==> src/hw/rtl/prewitt_edge_magnitude_macros.svh <==
// Assertion macros shared by the edge magnitude RTL.
// Depends on nothing; included by the modules that carry assertions.
`ifndef PREWITT_EDGE_MAGNITUDE_MACROS_SVH
`define PREWITT_EDGE_MAGNITUDE_MACROS_SVH

// The consequent must hold in the same cycle as the antecedent.
`define PEM_ASSERT_SAME(label, clk, rst_n, ante, cons, msg) \
    label: assert property (@(posedge clk) disable iff (!rst_n) (ante) |-> (cons)) \
        else $error(msg);

// The consequent must hold in the cycle after the antecedent.
`define PEM_ASSERT_NEXT(label, clk, rst_n, ante, cons, msg) \
    label: assert property (@(posedge clk) disable iff (!rst_n) (ante) |=> (cons)) \
        else $error(msg);

`endif

==> src/hw/rtl/pem_pkg.sv <==
// Shared types and constants of the Prewitt edge magnitude block.
// Depends on nothing; imported by every module of the block.
`timescale 1ns / 1ps

package pem_pkg;

    localparam int PIX_W      = 8;
    localparam int SQ_W       = 20;
    localparam int ROOT_STEPS = 8;
    localparam int RAD_W      = 2 * ROOT_STEPS;
    localparam int SUM_W      = SQ_W + 1;
    localparam logic [PIX_W-1:0] MAG_MAX = 8'd255;

    localparam logic REG_LINE_WIDTH   = 1'b0;
    localparam logic REG_FRAME_HEIGHT = 1'b1;

    typedef struct packed {
        logic [PIX_W-1:0] pixel;
        logic             frame_start;
    } pem_in_t;

    typedef struct packed {
        logic [PIX_W-1:0] magnitude;
        logic             frame_last;
    } pem_out_t;

    typedef struct packed {
        logic             valid;
        logic             emit;
        logic             last;
        logic [PIX_W-1:0] top;
        logic [PIX_W-1:0] mid;
        logic [PIX_W-1:0] bot;
    } pem_win_t;

    typedef struct packed {
        logic            valid;
        logic            last;
        logic [SQ_W-1:0] sqx;
        logic [SQ_W-1:0] sqy;
    } pem_sq_t;

endpackage

==> src/hw/rtl/pem_gradient.sv <==
// Column window, Prewitt gradients and their squares, two register stages.
// Depends on pem_pkg.
`timescale 1ns / 1ps

module pem_gradient (
    input  logic              clk,
    input  logic              rst_n,
    input  logic              adv,
    input  pem_pkg::pem_win_t win,
    output pem_pkg::pem_sq_t  sq
);
    import pem_pkg::*;

    logic [PIX_W-1:0]   col_reg [6];
    logic               g_valid_reg;
    logic               g_last_reg;
    logic signed [10:0] gx_reg;
    logic signed [10:0] gy_reg;
    logic               s_valid_reg;
    logic               s_last_reg;
    logic [SQ_W-1:0]    sqx_reg;
    logic [SQ_W-1:0]    sqy_reg;

    logic [9:0]         left_sum;
    logic [9:0]         right_sum;
    logic [9:0]         up_sum;
    logic [9:0]         down_sum;
    logic signed [10:0] gx_next;
    logic signed [10:0] gy_next;
    logic [9:0]         ax;
    logic [9:0]         ay;

    always_comb
    begin
        left_sum  = 10'(col_reg[0]) + 10'(col_reg[1]) + 10'(col_reg[2]);
        right_sum = 10'(win.top) + 10'(win.mid) + 10'(win.bot);
        up_sum    = 10'(col_reg[0]) + 10'(col_reg[3]) + 10'(win.top);
        down_sum  = 10'(col_reg[2]) + 10'(col_reg[5]) + 10'(win.bot);
        gx_next   = $signed({1'b0, right_sum}) - $signed({1'b0, left_sum});
        gy_next   = $signed({1'b0, up_sum}) - $signed({1'b0, down_sum});
        ax        = gx_reg[10] ? 10'(-gx_reg) : gx_reg[9:0];
        ay        = gy_reg[10] ? 10'(-gy_reg) : gy_reg[9:0];
    end

    always_ff @(posedge clk or negedge rst_n)
    begin
        if (!rst_n)
        begin
            for (int i = 0; i < 6; i++)
            begin
                col_reg[i] <= '0;
            end
            g_valid_reg <= 1'b0;
            s_valid_reg <= 1'b0;
        end
        else if (adv)
        begin
            g_valid_reg <= win.valid && win.emit;
            s_valid_reg <= g_valid_reg;
            if (win.valid)
            begin
                col_reg[0] <= col_reg[3];
                col_reg[1] <= col_reg[4];
                col_reg[2] <= col_reg[5];
                col_reg[3] <= win.top;
                col_reg[4] <= win.mid;
                col_reg[5] <= win.bot;
            end
        end
    end

    always_ff @(posedge clk)
    begin
        if (adv)
        begin
            gx_reg     <= gx_next;
            gy_reg     <= gy_next;
            g_last_reg <= win.last;
            sqx_reg    <= {10'b0, ax} * {10'b0, ax};
            sqy_reg    <= {10'b0, ay} * {10'b0, ay};
            s_last_reg <= g_last_reg;
        end
    end

    assign sq.valid = s_valid_reg;
    assign sq.last  = s_last_reg;
    assign sq.sqx   = sqx_reg;
    assign sq.sqy   = sqy_reg;

endmodule

==> config.mk <==
export PLATFORM = sky130hd
export DESIGN_NAME = pem_gradient
export DESIGN_NICKNAME = d
export VERILOG_FILES = /design/src/hw/rtl/prewitt_edge_magnitude_macros.svh /design/src/hw/rtl/pem_pkg.sv /design/src/hw/rtl/pem_gradient.sv
export SDC_FILE = /design/constraint.sdc
export NUM_CORES = 1
export LEC_CHECK = 0
export ABC_AREA = 1
export BUFFER_PORTS_ARGS = -buffer_cell sky130_fd_sc_hd__buf_2
export CAP_MARGIN = 20
export CORE_MARGIN = 1
export CORE_UTILIZATION = 60
export DETAILED_ROUTE_END_ITERATION = 10
export PLACE_DENSITY = 0.79
export SETUP_SLACK_MARGIN = 0.5
export SLEW_MARGIN = 20
export SYNTH_ARGS = -nofsm -noshare
export SYNTH_HDL_FRONTEND = slang
export SYNTH_SLANG_ARGS = --single-unit
==> constraint.sdc <==
create_clock -name clk -period 6.8 [get_ports clk]
set_input_delay 0.68 -clock clk [delete_from_list [all_inputs] [get_ports clk]]
set_output_delay 0.68 -clock clk [all_outputs]
set_load 0.02 [all_outputs]
# ---- After elaboration in Yosys (flattened, before gate mapping)
# Cells that the tools add are included.
dict set report classes {
  addsub 12
  n_mux 2
  multipliers 2
  n_reduce_logical 2
}
# op n
set ops {}
lappend ops {{$add A9 B8 Y10} 4}
lappend ops {{$mul A10 B10 Y20} 2}
lappend ops {{$add A8 B8 Y9} 4}
lappend ops {{$sub A10 B10 Y11} 2}
lappend ops {{$mux W10} 2}
lappend ops {{$neg A10 Y10} 2}
lappend ops {{$reduce_and A2 Y1} 1}
lappend ops {{$logic_and A1 B1 Y1} 1}
dict set report word_totals {
  wordCells 32
  out_inout_bits 42
  input_bits 30
  register_bits 114
}

# ---- Depth between registers and ports, before layout
dict set report depth {
  ltp_word 3
  depth_mapped 30
  mapped_depth_nobuf 30
}

# ---- Least setup slack after synthesis
# Ideal clock, no wire load.
dict set report synth_timing {
  path_type {register to register}
  startpoint {register gx_reg[0]}
  endpoint {register sqx_reg[19], data pin}
  setup_slack_ns 1.357
  arrival_ns 5.191
  setup_time_ns 0.252
  stages_incl_launch_ff 28
  n_path_buf 0
  required_ns 6.548
  period_less_slack_ns 5.443
  cell_sequence {edfxtp_1 > inv_4 > ha_1 > nand3_1 > nor2_1 > nand2_1 > nand2_1 > nand2_1 > nand2_2 > nand2_1 > fa_1 > fa_1 > inv_1 > fa_1 > fa_1 > inv_1 > fa_1 > inv_1 > ha_1 > nand2_1 > nor2_1 > nand3_1 > nor2_1 > nand2_1 > nand3_1 > inv_1 > nand2_1 > nand2_1}
}
dict set report synth_between {
  elab_chain_cells 3
}
# item line
set synth_lines {}
lappend synth_lines {{start, declared} pem_gradient.sv:17} ;# logic signed [10:0] gx_reg;
lappend synth_lines {{start signal, assigned} pem_gradient.sv:76} ;# gx_reg <= gx_next;
lappend synth_lines {{$neg A10 Y10} pem_gradient.sv:41} ;# ax = gx_reg[10] ? 10'(-gx_reg) : gx_reg[9:0];
lappend synth_lines {{$mux W10 *} pem_gradient.sv:41}
lappend synth_lines {{$mul A10 B10 Y20 *} pem_gradient.sv:79} ;# sqx_reg <= {10'b0, ax} * {10'b0, ax};
lappend synth_lines {{end signal, assigned} pem_gradient.sv:79}
lappend synth_lines {{end, declared} pem_gradient.sv:21} ;# logic [SQ_W-1:0] sqx_reg;
# Mark *: on every way between the ends. The rest lies on a longest branch, timed or not.
# A chain may end at the register's enable or synchronous reset.

# ---- Worst setup path in the final report
# Ends and elaborated chain as after synthesis.

==> results.toml <==
[status]
outcome = "complete, no violations"

[logic_synthesis]
synth-async-reset-ratio_pct = 44.6
ys_seq_area_share_pct = 24.9
ys_top_cells_by_count = "328 x inv_1, 254 x nand2_1, 157 x fa_1, 124 x ha_1, 102 x nor2_1"
synth_edf_count = 62
yosys.area.top_type_share_pct = 25.1
yosysMostFrequentCell = "inv_1"
synth_area_mm2 = 0.0125
synth_seq_cells = 112
synthTopCellsByArea = "fa_1 25%, edfxtp_1 15%, ha_1 12%, dfrtp_1 10%, inv_1 9.8%"
netlist_instances = 1376
synthFlopType = "edfxtp_1"
yosysWarnings = 0
synth_cell_types = 43
yosys.area.top_type = "fa_1"
syn_avg_cell_area_um2 = 9.10

[critical_path]
cpPeakStageDelay_ns = 0.55
path_delay_family = "adder cells"
worstSetupStartpointType = "register"
path_class = "reg2reg"
cp_slowest_cell = "fa_1"
crit_required_ns = 6.94
cp-end-kind = "register"
cp_max_fo = 10
arrival_ns = 6.00
cp.buffers_inverters = 5
crit_path_frequent_cell = "nand2_1"

[cts]
clkTransAtPathRegs_ns = 0.09
cts-resized-gates = 0
cts_buffers = 9
cts_tree = "built"
cts-root-buf = "clkbuf_16"
cts_sinks = 112
clk_latency_ns = 0.37
clockBufferDepth = 2
postCtsHoldBufs = 0
cts_max_level = 3

[floorplanning]
die_h_um = 146
core_mm2 = 0.0204
row_count = 52
io_pins = 72
initial_core_util_pct = 61.5
die_area_mm2 = 0.0214
fp.dieW_um = 146

[final_layout]
nNetsFinal = 1766
nFillCells = 1604
drive_above_1_share_pct = 12.6
multiInputGateArea_mm2 = 0.00806
seqCellArea_mm2 = 0.00311
area_growth_pct = 7.96
largest_register_ffs = 48

[global_route]
grt_pass1_wl_mm = 41.5
grt_max_degree = 55
track_usage_pct = 24.3
grt-ovfl-total = 0
grt_pass1_vias = 9086
grt_antenna_before_repair = 3

[timing]
tightest_slew_ns = 0.654
hold_violations = 0
setup_tns_ns = 0
slew_headroom_pct = 56.4
post-route-period-util_pct = 86.2
clock.fmax_mhz = 171
slew_violations = 0
finalSetupViolations = 0
min_period_ns = 5.86
rsz0062_at_grt = "false"
finClkSkew_ns = 0.0134

[drt]
vias_per_cell = 5.13
wl_mm = 24.3
met1_length_mm = 10.7
drtPass1Iterations = 5
ant_nets = 0
top_layer_used = "met5"
met3_length_mm = 1.03
dr.first_iter.drc_count = 415
met2WireLength_mm = 12.1
dr_total_vias = 8880
drcViolationCount = 0
routedWlPerCell_um = 14.0

[placement]
hpwl_mm = 20.1
io_buffers = 69
finalWeightedCongestion = 0.906

[job]
drv_cap = 0

[hold_path]
hp-class = "in2async"
[cells in the final DEF (no fill, tap or decap), drive strengths merged, types with 6 or more instances in the layout]
cell type    n
dfrtp       50
clkbuf       9
ha         124
nand3       58
fa         157
nor2       107
inv        345
a21oi       42
o21bai       6
edfxtp      62
xor2        31
a21o         7
mux2        42
o21ai       30
nand2      269
nor3         8
buf         79
xnor2       11
[worst paths after layout]
| kind | end | cells past startpoint | slack (ns) | start |
|---|---|---|---|---|
| worst min register to register | s_last_reg | 0 | 0.43 | g_last_reg |
| worst min-delay path | col_reg[14] | 2 | 0.41 | rst_n |
| worst max-delay path | sqx_reg[19] | 27 | 0.94 | gx_reg[0] |
| min in group clk | s_last_reg | 0 | 0.43 | g_last_reg |
| max in group asynchronous | col_reg[9] | 2 | 5.96 | rst_n |
| worst max register to register | sqx_reg[19] | 27 | 0.94 | gx_reg[0] |
[area by class of cell]
type | count | area share (%)
Multi-Input combinational cell | 913 | 59.6
Sequential cell | 112 | 23.0
Inverter | 340 | 9.54
Timing Repair Buffer | 79 | 3.11
Tap cell | 270 | 2.50
Clock buffer | 9 | 1.67
Clock inverter | 7 | 0.528
Antenna cell | 1 | 0.0185
[per-stage QoR]
step / hold slack [ns] / util (%) / setup slack [ns] / instances / cell area, um^2
final: 0.414 / 66.4 / 0.938 / 1731 / 13500
after global routing: 0.430 / 66.3 / 0.539 / 1730 / 13500
after CTS: 0.430 / 66.0 / 0.895 / 1722 / 13400
after detailed placement: 0.420 / 64.6 / 0.925 / 1706 / 13200
after global placement: 0.404 / 64.6 / 1.10 / 1706 / 13200
after floorplan: 0.384 / - / 1.36 / 1377 / 12500
[kinds of logic after synthesis]
group	Yosys count	synth area share [%]
AOI/OAI and AO/OA	91	4.16
xor gates and xnor gates	42	3.21
adders and majority gates	281	37.5
buffers and inverters	352	10.9
DFF	112	24.9
muxes	42	3.78
other	1	0.0300
and+or+nand+nor	455	15.6
[metal layers]
layer	vias up	GRT usage (%)
met1	4265	31.4
met5	-	0
met4	2	7.55
met2	206	42.5
li1	4373	-
met3	34	3.25
[worst reg2reg max path, cell delays in order, from the launching register on]
cell,delay [ns]
edfxtp_1,0.50
inv_4,0.16
ha_1,0.21
nand3_1,0.12
nor2_1,0.14
nand2_1,0.10
nand2_1,0.07
nand2_1,0.05
nand2_2,0.18
nand2_1,0.14
fa_1,0.51
fa_1,0.55
inv_1,0.05
fa_1,0.51
fa_1,0.55
inv_1,0.06
fa_1,0.53
inv_1,0.04
ha_1,0.34
nand2_1,0.14
nor2_1,0.16
nand3_1,0.10
nor2_1,0.12
nand2_1,0.06
nand3_1,0.10
inv_1,0.04
nand2_1,0.05
nand2_1,0.04
[what timing repair did]
action                                  CTS  global route
buffers inserted                          0             8
endpoints found under the setup margin    0             2
hold endpoints to repair                  0             0
Power is left out: the tool's default activity adds up to more than one toggle a clock period on the data nets, which glitch-free logic cannot reach.
