`config.mk`:
```
export PLATFORM = sky130hd
export DESIGN_NAME = pem_root
export DESIGN_NICKNAME = d
export VERILOG_FILES = /design/src/hw/rtl/prewitt_edge_magnitude_macros.svh /design/src/hw/rtl/pem_pkg.sv /design/src/hw/rtl/pem_root.sv
export SDC_FILE = /design/constraint.sdc
export NUM_CORES = 1
export LEC_CHECK = 0
export BUFFER_PORTS_ARGS = -buffer_cell sky130_fd_sc_hd__buf_2
export CAP_MARGIN = 20
export CORE_ASPECT_RATIO = 0.5
export CORE_MARGIN = 2
export CORE_UTILIZATION = 55
export DETAILED_ROUTE_END_ITERATION = 6
export GPL_ROUTABILITY_DRIVEN = 0
export HOLD_SLACK_MARGIN = 0.08
export PLACE_DENSITY_LB_ADDON = 0.15
export SETUP_SLACK_MARGIN = 0.4
export SLEW_MARGIN = 25
export SYNTH_ARGS = -nofsm -noshare
export SYNTH_HDL_FRONTEND = slang
export SYNTH_SLANG_ARGS = --single-unit
```
`constraint.sdc`:
```
create_clock -name clk -period 6.3 [get_ports clk]
set_clock_uncertainty 0.05 [all_clocks]
set_input_delay 0.63 -clock clk [delete_from_list [all_inputs] [get_ports clk]]
set_output_delay 0.63 -clock clk [all_outputs]
set_load 0.02 [all_outputs]
```
`src/hw/rtl/prewitt_edge_magnitude_macros.svh`:
```
// Assertion macros shared by the edge magnitude RTL.
// Depends on nothing; included by the modules that carry assertions.
`ifndef PREWITT_EDGE_MAGNITUDE_MACROS_SVH
`define PREWITT_EDGE_MAGNITUDE_MACROS_SVH

// The consequent must hold in the same cycle as the antecedent.
`define PEM_ASSERT_SAME(label, clk, rst_n, ante, cons, msg) \
    label: assert property (@(posedge clk) disable iff (!rst_n) (ante) |-> (cons)) \
        else $error(msg);

// The consequent must hold in the cycle after the antecedent.
`define PEM_ASSERT_NEXT(label, clk, rst_n, ante, cons, msg) \
    label: assert property (@(posedge clk) disable iff (!rst_n) (ante) |=> (cons)) \
        else $error(msg);

`endif

```
`src/hw/rtl/pem_pkg.sv`:
```
// Shared types and constants of the Prewitt edge magnitude block.
// Depends on nothing; imported by every module of the block.
`timescale 1ns / 1ps

package pem_pkg;

    localparam int PIX_W      = 8;
    localparam int SQ_W       = 20;
    localparam int ROOT_STEPS = 8;
    localparam int RAD_W      = 2 * ROOT_STEPS;
    localparam int SUM_W      = SQ_W + 1;
    localparam logic [PIX_W-1:0] MAG_MAX = 8'd255;

    localparam logic REG_LINE_WIDTH   = 1'b0;
    localparam logic REG_FRAME_HEIGHT = 1'b1;

    typedef struct packed {
        logic [PIX_W-1:0] pixel;
        logic             frame_start;
    } pem_in_t;

    typedef struct packed {
        logic [PIX_W-1:0] magnitude;
        logic             frame_last;
    } pem_out_t;

    typedef struct packed {
        logic             valid;
        logic             emit;
        logic             last;
        logic [PIX_W-1:0] top;
        logic [PIX_W-1:0] mid;
        logic [PIX_W-1:0] bot;
    } pem_win_t;

    typedef struct packed {
        logic            valid;
        logic            last;
        logic [SQ_W-1:0] sqx;
        logic [SQ_W-1:0] sqy;
    } pem_sq_t;

endpackage

```
`src/hw/rtl/pem_root.sv`:
```
// Pipelined integer square root, one result bit per stage, saturated to 255.
// Depends on pem_pkg.
`timescale 1ns / 1ps

module pem_root (
    input  logic              clk,
    input  logic              rst_n,
    input  logic              adv,
    input  pem_pkg::pem_sq_t  sq,
    output logic              out_valid,
    output pem_pkg::pem_out_t out_data
);
    import pem_pkg::*;

    logic [SUM_W-1:0] energy;
    logic             v_reg    [ROOT_STEPS+1];
    logic             last_reg [ROOT_STEPS+1];
    logic             sat_reg  [ROOT_STEPS+1];
    logic [RAD_W-1:0] rad_reg  [ROOT_STEPS+1];
    logic [PIX_W-1:0] res_reg  [ROOT_STEPS+1];
    logic [PIX_W-1:0] res_next [ROOT_STEPS];

    always_comb
    begin
        logic [PIX_W-1:0] trial;
        logic [RAD_W-1:0] trial_sq;
        energy = SUM_W'(sq.sqx) + SUM_W'(sq.sqy);
        for (int k = 0; k < ROOT_STEPS; k++)
        begin
            trial       = res_reg[k] | (PIX_W'(1) << (ROOT_STEPS - 1 - k));
            trial_sq    = RAD_W'(trial) * RAD_W'(trial);
            res_next[k] = (trial_sq <= rad_reg[k]) ? trial : res_reg[k];
        end
    end

    always_ff @(posedge clk or negedge rst_n)
    begin
        if (!rst_n)
        begin
            for (int k = 0; k <= ROOT_STEPS; k++)
            begin
                v_reg[k] <= 1'b0;
            end
        end
        else if (adv)
        begin
            v_reg[0] <= sq.valid;
            for (int k = 0; k < ROOT_STEPS; k++)
            begin
                v_reg[k+1] <= v_reg[k];
            end
        end
    end

    always_ff @(posedge clk)
    begin
        if (adv)
        begin
            last_reg[0] <= sq.last;
            sat_reg[0]  <= energy[SUM_W-1:RAD_W] != '0;
            rad_reg[0]  <= energy[RAD_W-1:0];
            res_reg[0]  <= '0;
            for (int k = 0; k < ROOT_STEPS; k++)
            begin
                last_reg[k+1] <= last_reg[k];
                sat_reg[k+1]  <= sat_reg[k];
                rad_reg[k+1]  <= rad_reg[k];
                res_reg[k+1]  <= res_next[k];
            end
        end
    end

    assign out_valid           = v_reg[ROOT_STEPS];
    assign out_data.magnitude  = sat_reg[ROOT_STEPS] ? MAG_MAX : res_reg[ROOT_STEPS];
    assign out_data.frame_last = last_reg[ROOT_STEPS];

endmodule

```
Yosys cells after proc, flatten, opt, wreduce, memory -nomap -nowiden
Memories as Yosys holds them, arrays and structs flattened.
Cells that the tools add are included.
Widths: inputs -> output; s select.
{"block": "word_totals", "ff_bits": 9, "mem_bits_rw": 234, "in_bits": 45, "output_inout_bits": 10, "elab_cells": 42, "memories": 4}
{"memory": "rad_reg", "words": 9, "word_bits": 16, "read_ports": 8, "rd_ports_with_merged_regs": 0, "wr": 9, "line": "pem_root.sv:19", "source": "logic [RAD_W-1:0] rad_reg [ROOT_STEPS+1];"}
{"memory": "res_reg", "words": 9, "word_bits": 8, "read_ports": 9, "rd_ports_with_merged_regs": 0, "wr": 9, "line": "pem_root.sv:20", "source": "logic [PIX_W-1:0] res_reg [ROOT_STEPS+1];"}
{"memory": "last_reg", "words": 9, "word_bits": 1, "read_ports": 9, "rd_ports_with_merged_regs": 0, "wr": 9, "line": "pem_root.sv:17", "source": "logic last_reg [ROOT_STEPS+1];"}
{"memory": "sat_reg", "words": 9, "word_bits": 1, "read_ports": 9, "rd_ports_with_merged_regs": 0, "wr": 9, "line": "pem_root.sv:18", "source": "logic sat_reg [ROOT_STEPS+1];"}
{"block": "classes", "addsub": 1, "multipliers": 8, "magnitude_cmp": 8, "n_mux": 11, "n_reduce_logical": 1}
{"cell": "$le 16x16->1", "n": 8}
{"cell": "$mul 8x8->16", "n": 8}
{"cell": "$add 20x20->21", "n": 1}
{"cell": "$mux 8", "n": 2}
{"cell": "$mux 7", "n": 1}
{"cell": "$mux 6", "n": 1}
{"cell": "$mux 5", "n": 1}
{"cell": "$reduce_bool 5->1", "n": 1}
{"cell": "$mux 4", "n": 1}
{"cell": "$mux 1", "n": 3}
{"cell": "$mux 3", "n": 1}
{"cell": "$mux 2", "n": 1}

Depth between registers and ports, before layout
Gate-level depths: netlist of run 1.
{"block": "logic_depth", "depth_word": 3, "depth_mapped": 24, "ltp_nobuf": 24}

Worst setup path after synthesis of run 1
OpenSTA, ideal clock, no wires.
{"block": "synth_timing", "path_kind": "reg-to-reg", "from": "memory res_reg[7][4]", "to": "memory res_reg[8][0], data pin", "setup_ns": 0.265, "t_arrival_ns": 4.857, "required_ns": 5.985, "setup_slack_ns": 1.128, "path_stages_with_launch": 23, "n_path_buf": 0, "synth_period_minus_slack_ns": 5.172, "path_cell_list": "edfxtp_1 -> and2_1 -> ha_1 -> or2_2 -> fa_1 -> inv_1 -> fa_1 -> fa_1 -> inv_1 -> ha_1 -> o21a_1 -> o31a_1 -> o211ai_2 -> a21oi_2 -> a2111oi_4 -> a21oi_2 -> xnor2_1 -> ha_1 -> nand3_1 -> nor2_1 -> nand2_1 -> o221ai_1 -> o31ai_1"}
{"item": "start, declared", "line": "pem_root.sv:20"}

==> results of run 1 <==
-- report_power, final --
part | internal (µW) | switching (µW) | total, µW
sequential | 1550 | 98.5 | 1650
combinational | 2170 | 2600 | 4770
clock | 627 | 545 | 1170
-- worst max-delay path by stage --
| stage | to | cells after the start |
|---|---|---|
| 3_3_place_gp | res_reg[6][2] | 18 |
| 4_1_cts | res_reg[6][2] | 18 |
| 2_1_floorplan | res_reg[8][0] | 22 |
| 6_report | res_reg[8][0] | 20 |
| 5_1_grt | res_reg[8][0] | 20 |
| 3_5_place_dp | res_reg[6][2] | 18 |
-- metal layers --
| metal | part of all wire [%] | up-vias |
|---|---|---|
| li1 | - | 3861 |
| met1 | 43 | 3715 |
| met4 | 2.2 | 0 |
| met5 | 0 | - |
| met3 | 3.0 | 35 |
| met2 | 52 | 124 |
-- cells in the mapped netlist (all sizes together), types with 2 or more instances --
cell type,instances
a2111oi,4
a211oi,6
a21boi,2
a21o,20
a21oi,48
a221oi,2
a31oi,4
and2,26
and3,5
buf,4
clkbuf,5
dfrtp,9
edfxtp,182
fa,55
ha,178
inv,182
mux2,9
mux2i,3
nand2,43
nand2b,11
nand3,11
nand4,16
nor2,45
nor2b,19
nor3,8
nor3b,2
nor4,6
nor4b,3
o211ai,4
o21a,18
o21ai,30
o21bai,6
o221ai,2
o311ai,2
o31a,2
o31ai,3
or2,12
or4,2
xnor2,56
xor2,13
-- cell type report --
| type | instances | area share [%] |
|---|---|---|
| inverters | 182 | 4.87 |
| multi-input cells | 688 | 44.9 |
| repair buffers | 57 | 2.15 |
| well taps | 307 | 2.74 |
| flip-flops and latches | 191 | 40.6 |
| clock buffers | 17 | 3.03 |
| clock inverters | 15 | 1.70 |
-- through the flow --
step	hold slack, ns	instance area, µm²
after global routing	0.297	14000
after CTS	0.295	14000
after floorplan	0.284	12700
after detailed placement	0.355	13300
final	0.314	14000
after global placement	0.350	13300
-- critical path, stage by stage, from the launching register on --
cell	delay (ns)
edfxtp_1	0.63
nand2_1	0.14
fa_1	0.56
inv_1	0.07
fa_1	0.50
fa_1	0.54
inv_1	0.05
fa_1	0.52
inv_1	0.04
ha_1	0.35
a21oi_1	0.27
a21oi_2	0.11
a2111oi_4	0.35
a21oi_2	0.11
xnor2_1	0.16
ha_1	0.30
nand3_1	0.09
nor2_1	0.11
nand2_1	0.07
o221ai_1	0.15
o31ai_1	0.10
-- cell families (layout without fill, tap and decap cells) --
group                      Yosys count  after routing  synth area share (%)
AOI/OAI and AO/OA                  162            162                  8.71
xor gates and xnor gates            69             69                  4.76
adders and majority gates          233            233                  26.2
buffers and inverters              191            271                  5.82
DFF                                191            191                  44.8
muxes                               12             12                  1.03
and+or+nand+nor                    212            212                  8.71
-- timing repair --
item                                    CTS  global route
endpoints found under the hold margin     9             0
resized for setup                         0             3
hold buffers                              1             0
endpoints found under the setup margin    0             3
==> run metrics, run 1 <==
Final Hold Vio Count 0; Max VDD drop 0.650 mV; worst-path fanout max 11; core box area around 23000 µm²; CTS HTree Levels 4; initial drt markers 351; Largest register FFs approximately 130; FFs w/ async S/R, synth 4.71%; Critical Path AT around 5.7 ns; Clock Sinks about 190; Final Core Density 61.6%; Leak 0.00629 µW; sequential area share after synthesis 44.8%; Initial Utilization 55.9%; Worst Setup SP res_reg[7][2]; Cell Rows 39; EDFF count, synth 182; Data required, critical path 6.44 ns; post-synth top area cell edfxtp_1; worst skew pair latency 0.44 ns; via count 7735; Pre-Repair DR Iteration Count 4; dpl hpwl 16.5 mm; die height 111 µm; critical path class flop to flop; Least-Margin Pin Slew 0.908 ns; initial antenna violation count 0; CTS tree yes; full die area approximately 24000 µm²; flop2flop setup slack 0.75 ns; Startpoint Class flop; Worst Hold End last_reg[0][0]; CP Capture Type flop; total grt overflow 0; CTS Buf Count 17; via/cell ratio 5.31; met3 Use GR about 3.8%; Syn Area/Cell 11.9 µm²; worst-case clock buffer depth 2; GRT Util Overall 18.8%; pre-CTS setup slack 0.594 ns; Post-Syn Instances 1070; status finished clean; worst reg2reg path startpoint res_reg[7][2]; Slew Limit Fails 0; fraction of layout cells with a size suffix above 1 10.7%; largest net degree at the start of global routing 75; DRC 0; antenna-violating nets left 0; Pwr Total 7590 µW; Synth Register Bits 191; Slew HR between 30% and 40%; Reg2Reg Depth 20; top cell type's share of synthesized area 43.0%; Area Growth Syn to Fin 10.3%; Root Buffer Master clkbuf_16; Synth area leaders edfxtp_1 (43%), ha_1 (18%), fa_1 (8.7%); dpl cells 1424; gr busiest metal met2; GRT met1 Usage 21.9%; multi-input logic area 6290 µm²; Top Ports 55; RSZ-0062 raised after global routing no; clock slew at reported path FFs ~0.08 ns; worst setup margin 0.752 ns; Worst Hold Path Cells 1; syn_nets approximately 1300; hold path start sq[40]; Synth cell types 63; Port Buf Inserts 54; PwrDens 541 nW/µm²; synth warn 0; Layout Cells excl Fill 1457; Max Cap Viol 0; reg2reg end res_reg[8][0]; # Post-CTS Setup Buffers 0; Primary FF master, synth edfxtp_1; Die W 219 µm; routed length per instance 14.6 µm; Layout fillers 1833; commonest cells after routing, fill and taps aside inv_1 (182), edfxtp_1 (182), ha_1 (178); Setup TNS Final 0 ns; final worst path period need approximately 5.5 ns; total wire length 21.2 mm; period utilization between 80% and 90%; Antenna Cells 0; first-pass GRT wire length 36.6 mm; Final setup viols 0; fmax approximately 0.18 GHz; vias in the first global route roughly 8000; met2 usage 34.4%; synthesized cell area 12700 µm²; Layout Nets roughly 1400; HP Class primary input to flop; FF+latch area 5690 µm²
No activity file was read; power rests on OpenSTA's default activity.
==> run 2, diff against run 1 <==
CORE_UTILIZATION = 60   (was 55)
PLACE_DENSITY = 0.76   (was not set)
PLACE_DENSITY_LB_ADDON = not set   (was 0.15)
==> run 2 against run 1 <==
Compared with the run above: hold slack got worse by 0.0035 ns; core utilization increased by 5.6 points; worst setup slack got worse by 0.00091 ns; sequential share of layout area increased by 0.39 points; clock-buffer cell count increased by 2; critical endpoint unchanged; sequential cell count unchanged; sequential power about the same; non-clock buffer count increased by 1; first-iteration DRC count increased by 4.8%; register-to-register slack about the same.
==> run metrics, run 2 (synthesis results as in run 1) <==
Slew HR 59.1% (+20 points); Crit-path slowest cell edfxtp_1; number of stages on the worst setup path 22 (+10%); Area Growth Syn to Fin 9.28%; critical path buffer and inverter count 2 (-1); commonest cells after routing, fill and taps aside inv_1 (182), edfxtp_1 (182), ha_1 (178); Pre-Repair DR Iteration Count 5 (+1); total grt overflow 0 (unchanged); period utilization 88.1% (about the same); status finished clean; HP Class primary input to flop; via/cell ratio 5.47 (+3.0%); metal2 WL 11.0 mm (+0.31%); routed length per instance 14.9 µm (+2.3%); Final setup viols 0 (unchanged); CTS Buf Count 17 (unchanged); dpl cells 1390 (-2.4%); Hold WS 0.311 ns (-0.00349 ns); total wire length 21.2 mm (about the same); cell family with most CP delay adder cells; CTS tree yes; worst-path fanout max 10 (-1); Final Hold Vio Count 0 (unchanged); Initial Utilization 61.5% (+5.7 points); cell area after layout 13900 µm² (-0.95%); Largest register FFs 128 (unchanged); CP max stage delay 0.58 ns (-0.05 ns); Critical Path AT 5.68 ns (about the same); vias in the first global route 8075 (-1.4%); Setup TNS Final 0 ns (unchanged); wire length on met1 9.01 mm (-1.2%); Top Ports 55 (unchanged); core box area 20600 µm² (-9.2%); Layout fillers 1530 (-17%); via count 7783 (+0.62%); Port Buf Inserts 54 (unchanged); Die W 210 µm (-4.2%); Startpoint Class flop; dpl hpwl 16.6 mm (+0.67%); CTS HTree Levels 4 (unchanged); worst-case clock buffer depth 2 (unchanged); RSZ-0062 raised after global routing no; Antenna Cells 0 (unchanged); critical path class flop to flop; clock slew at reported path FFs 0.07 ns (about the same); DRC 0 (unchanged); Layout Cells excl Fill 1424 (-2.3%); Cell Rows 37 (-5.1%); placed inst area 13300 µm² (-0.32%); initial drt markers 368 (+4.8%); critical path, cell by cell and2_1 -> ha_1 -> or2_2 -> fa_1 -> inv_1 -> fa_1 -> fa_1 -> inv_1 -> ha_1 -> o21a_1 -> o31a_1 -> o211ai_2 -> a21oi_2 -> a2111oi_4 -> a21oi_2 -> xnor2_1 -> ha_1 -> nand3_1 -> nor2_1 -> nand2_1 -> o221ai_1 -> o31ai_1; PwrDens 537 nW/µm² (-0.75%); worst skew pair latency 0.44 ns (about the same); fmax 0.180 GHz (about the same); Clock Sinks 191 (unchanged); die height 107 µm (-4.1%); Reg2Reg Depth 22 (+10%); full die area 22400 µm² (-8.1%); Least-Margin Pin Slew 0.613 ns (-0.295 ns); GRT Util Overall 20.6% (+1.8 points); met3 wire len 635 µm (-0.47%); Worst Hold Path Cells 1 (unchanged); Data required, critical path 6.43 ns (about the same); flop2flop setup slack 0.75 ns (about the same); antenna-violating nets left 0 (unchanged); Final Core Density 67.2% (+5.6 points); Slew Limit Fails 0 (unchanged); first-pass GRT wire length 36.1 mm (-1.5%); largest net degree at the start of global routing 84 (+12%); Layout Nets 1416 (+0.071%); CP Capture Type flop; max layer used met4; Max VDD drop 0.539 mV (-17%); Max Cap Viol 0 (unchanged); Leak 0.00624 µW (-0.78%); final worst path period need 5.55 ns (+0.000912 ns); Root Buffer Master clkbuf_16; initial antenna violation count 0 (unchanged); fraction of layout cells with a size suffix above 1 10.4% (-0.27 points)
-- run 2: final timing paths --
kind | startpoint | to
setup / recovery | res_reg[7][4] | res_reg[8][0]
hold / removal | sq[40] | last_reg[0][0]
setup reg to reg | res_reg[7][4] | res_reg[8][0]
hold reg to reg | last_reg[0][4] | last_reg[0][5]
max in group asynchronous | rst_n | v_reg[3]
min in group asynchronous | rst_n | out_valid
-- run 2: layer usage --
metal,vias to the layer above,GRT usage (%)
li1,3865,-
met1,3741,23.8
met2,135,37.9
met3,42,4.25
met4,0,8.21
met5,-,0
-- run 2: area by class of cell --
type	count	area (µm²)	share of cell area (%)
Clock buffer	19	433	3.12
Sequential cell	191	5690	41.0
Timing Repair Buffer	58	322	2.32
Tap cell	273	342	2.46
Clock inverter	13	126	0.910
Inverter	182	683	4.92
Multi-Input combinational cell	688	6290	45.3
-- run 2: power breakdown --
part / internal [µW] / switching (µW) / total (µW)
registers: 1550 / 97.2 / 1650
logic: 2170 / 2630 / 4800
clock network: 519 / 493 / 1010
-- run 2: repair_timing --
action                                 in CTS  in global routing
endpoints found under the hold margin       9                  0
resized for setup                           0                  2
setup endpoints to repair                   0                  2
hold buffers                                1                  0
buffers inserted                            0                  0
-- run 2: per-stage QoR --
stage | setup WS, ns | power, µW
after floorplan | 1.13 | 5300
after global placement | 0.647 | 6180
after detailed placement | 0.591 | 6400
after CTS | 0.565 | 7480
after global routing | 0.425 | 8210
final | 0.751 | 7460
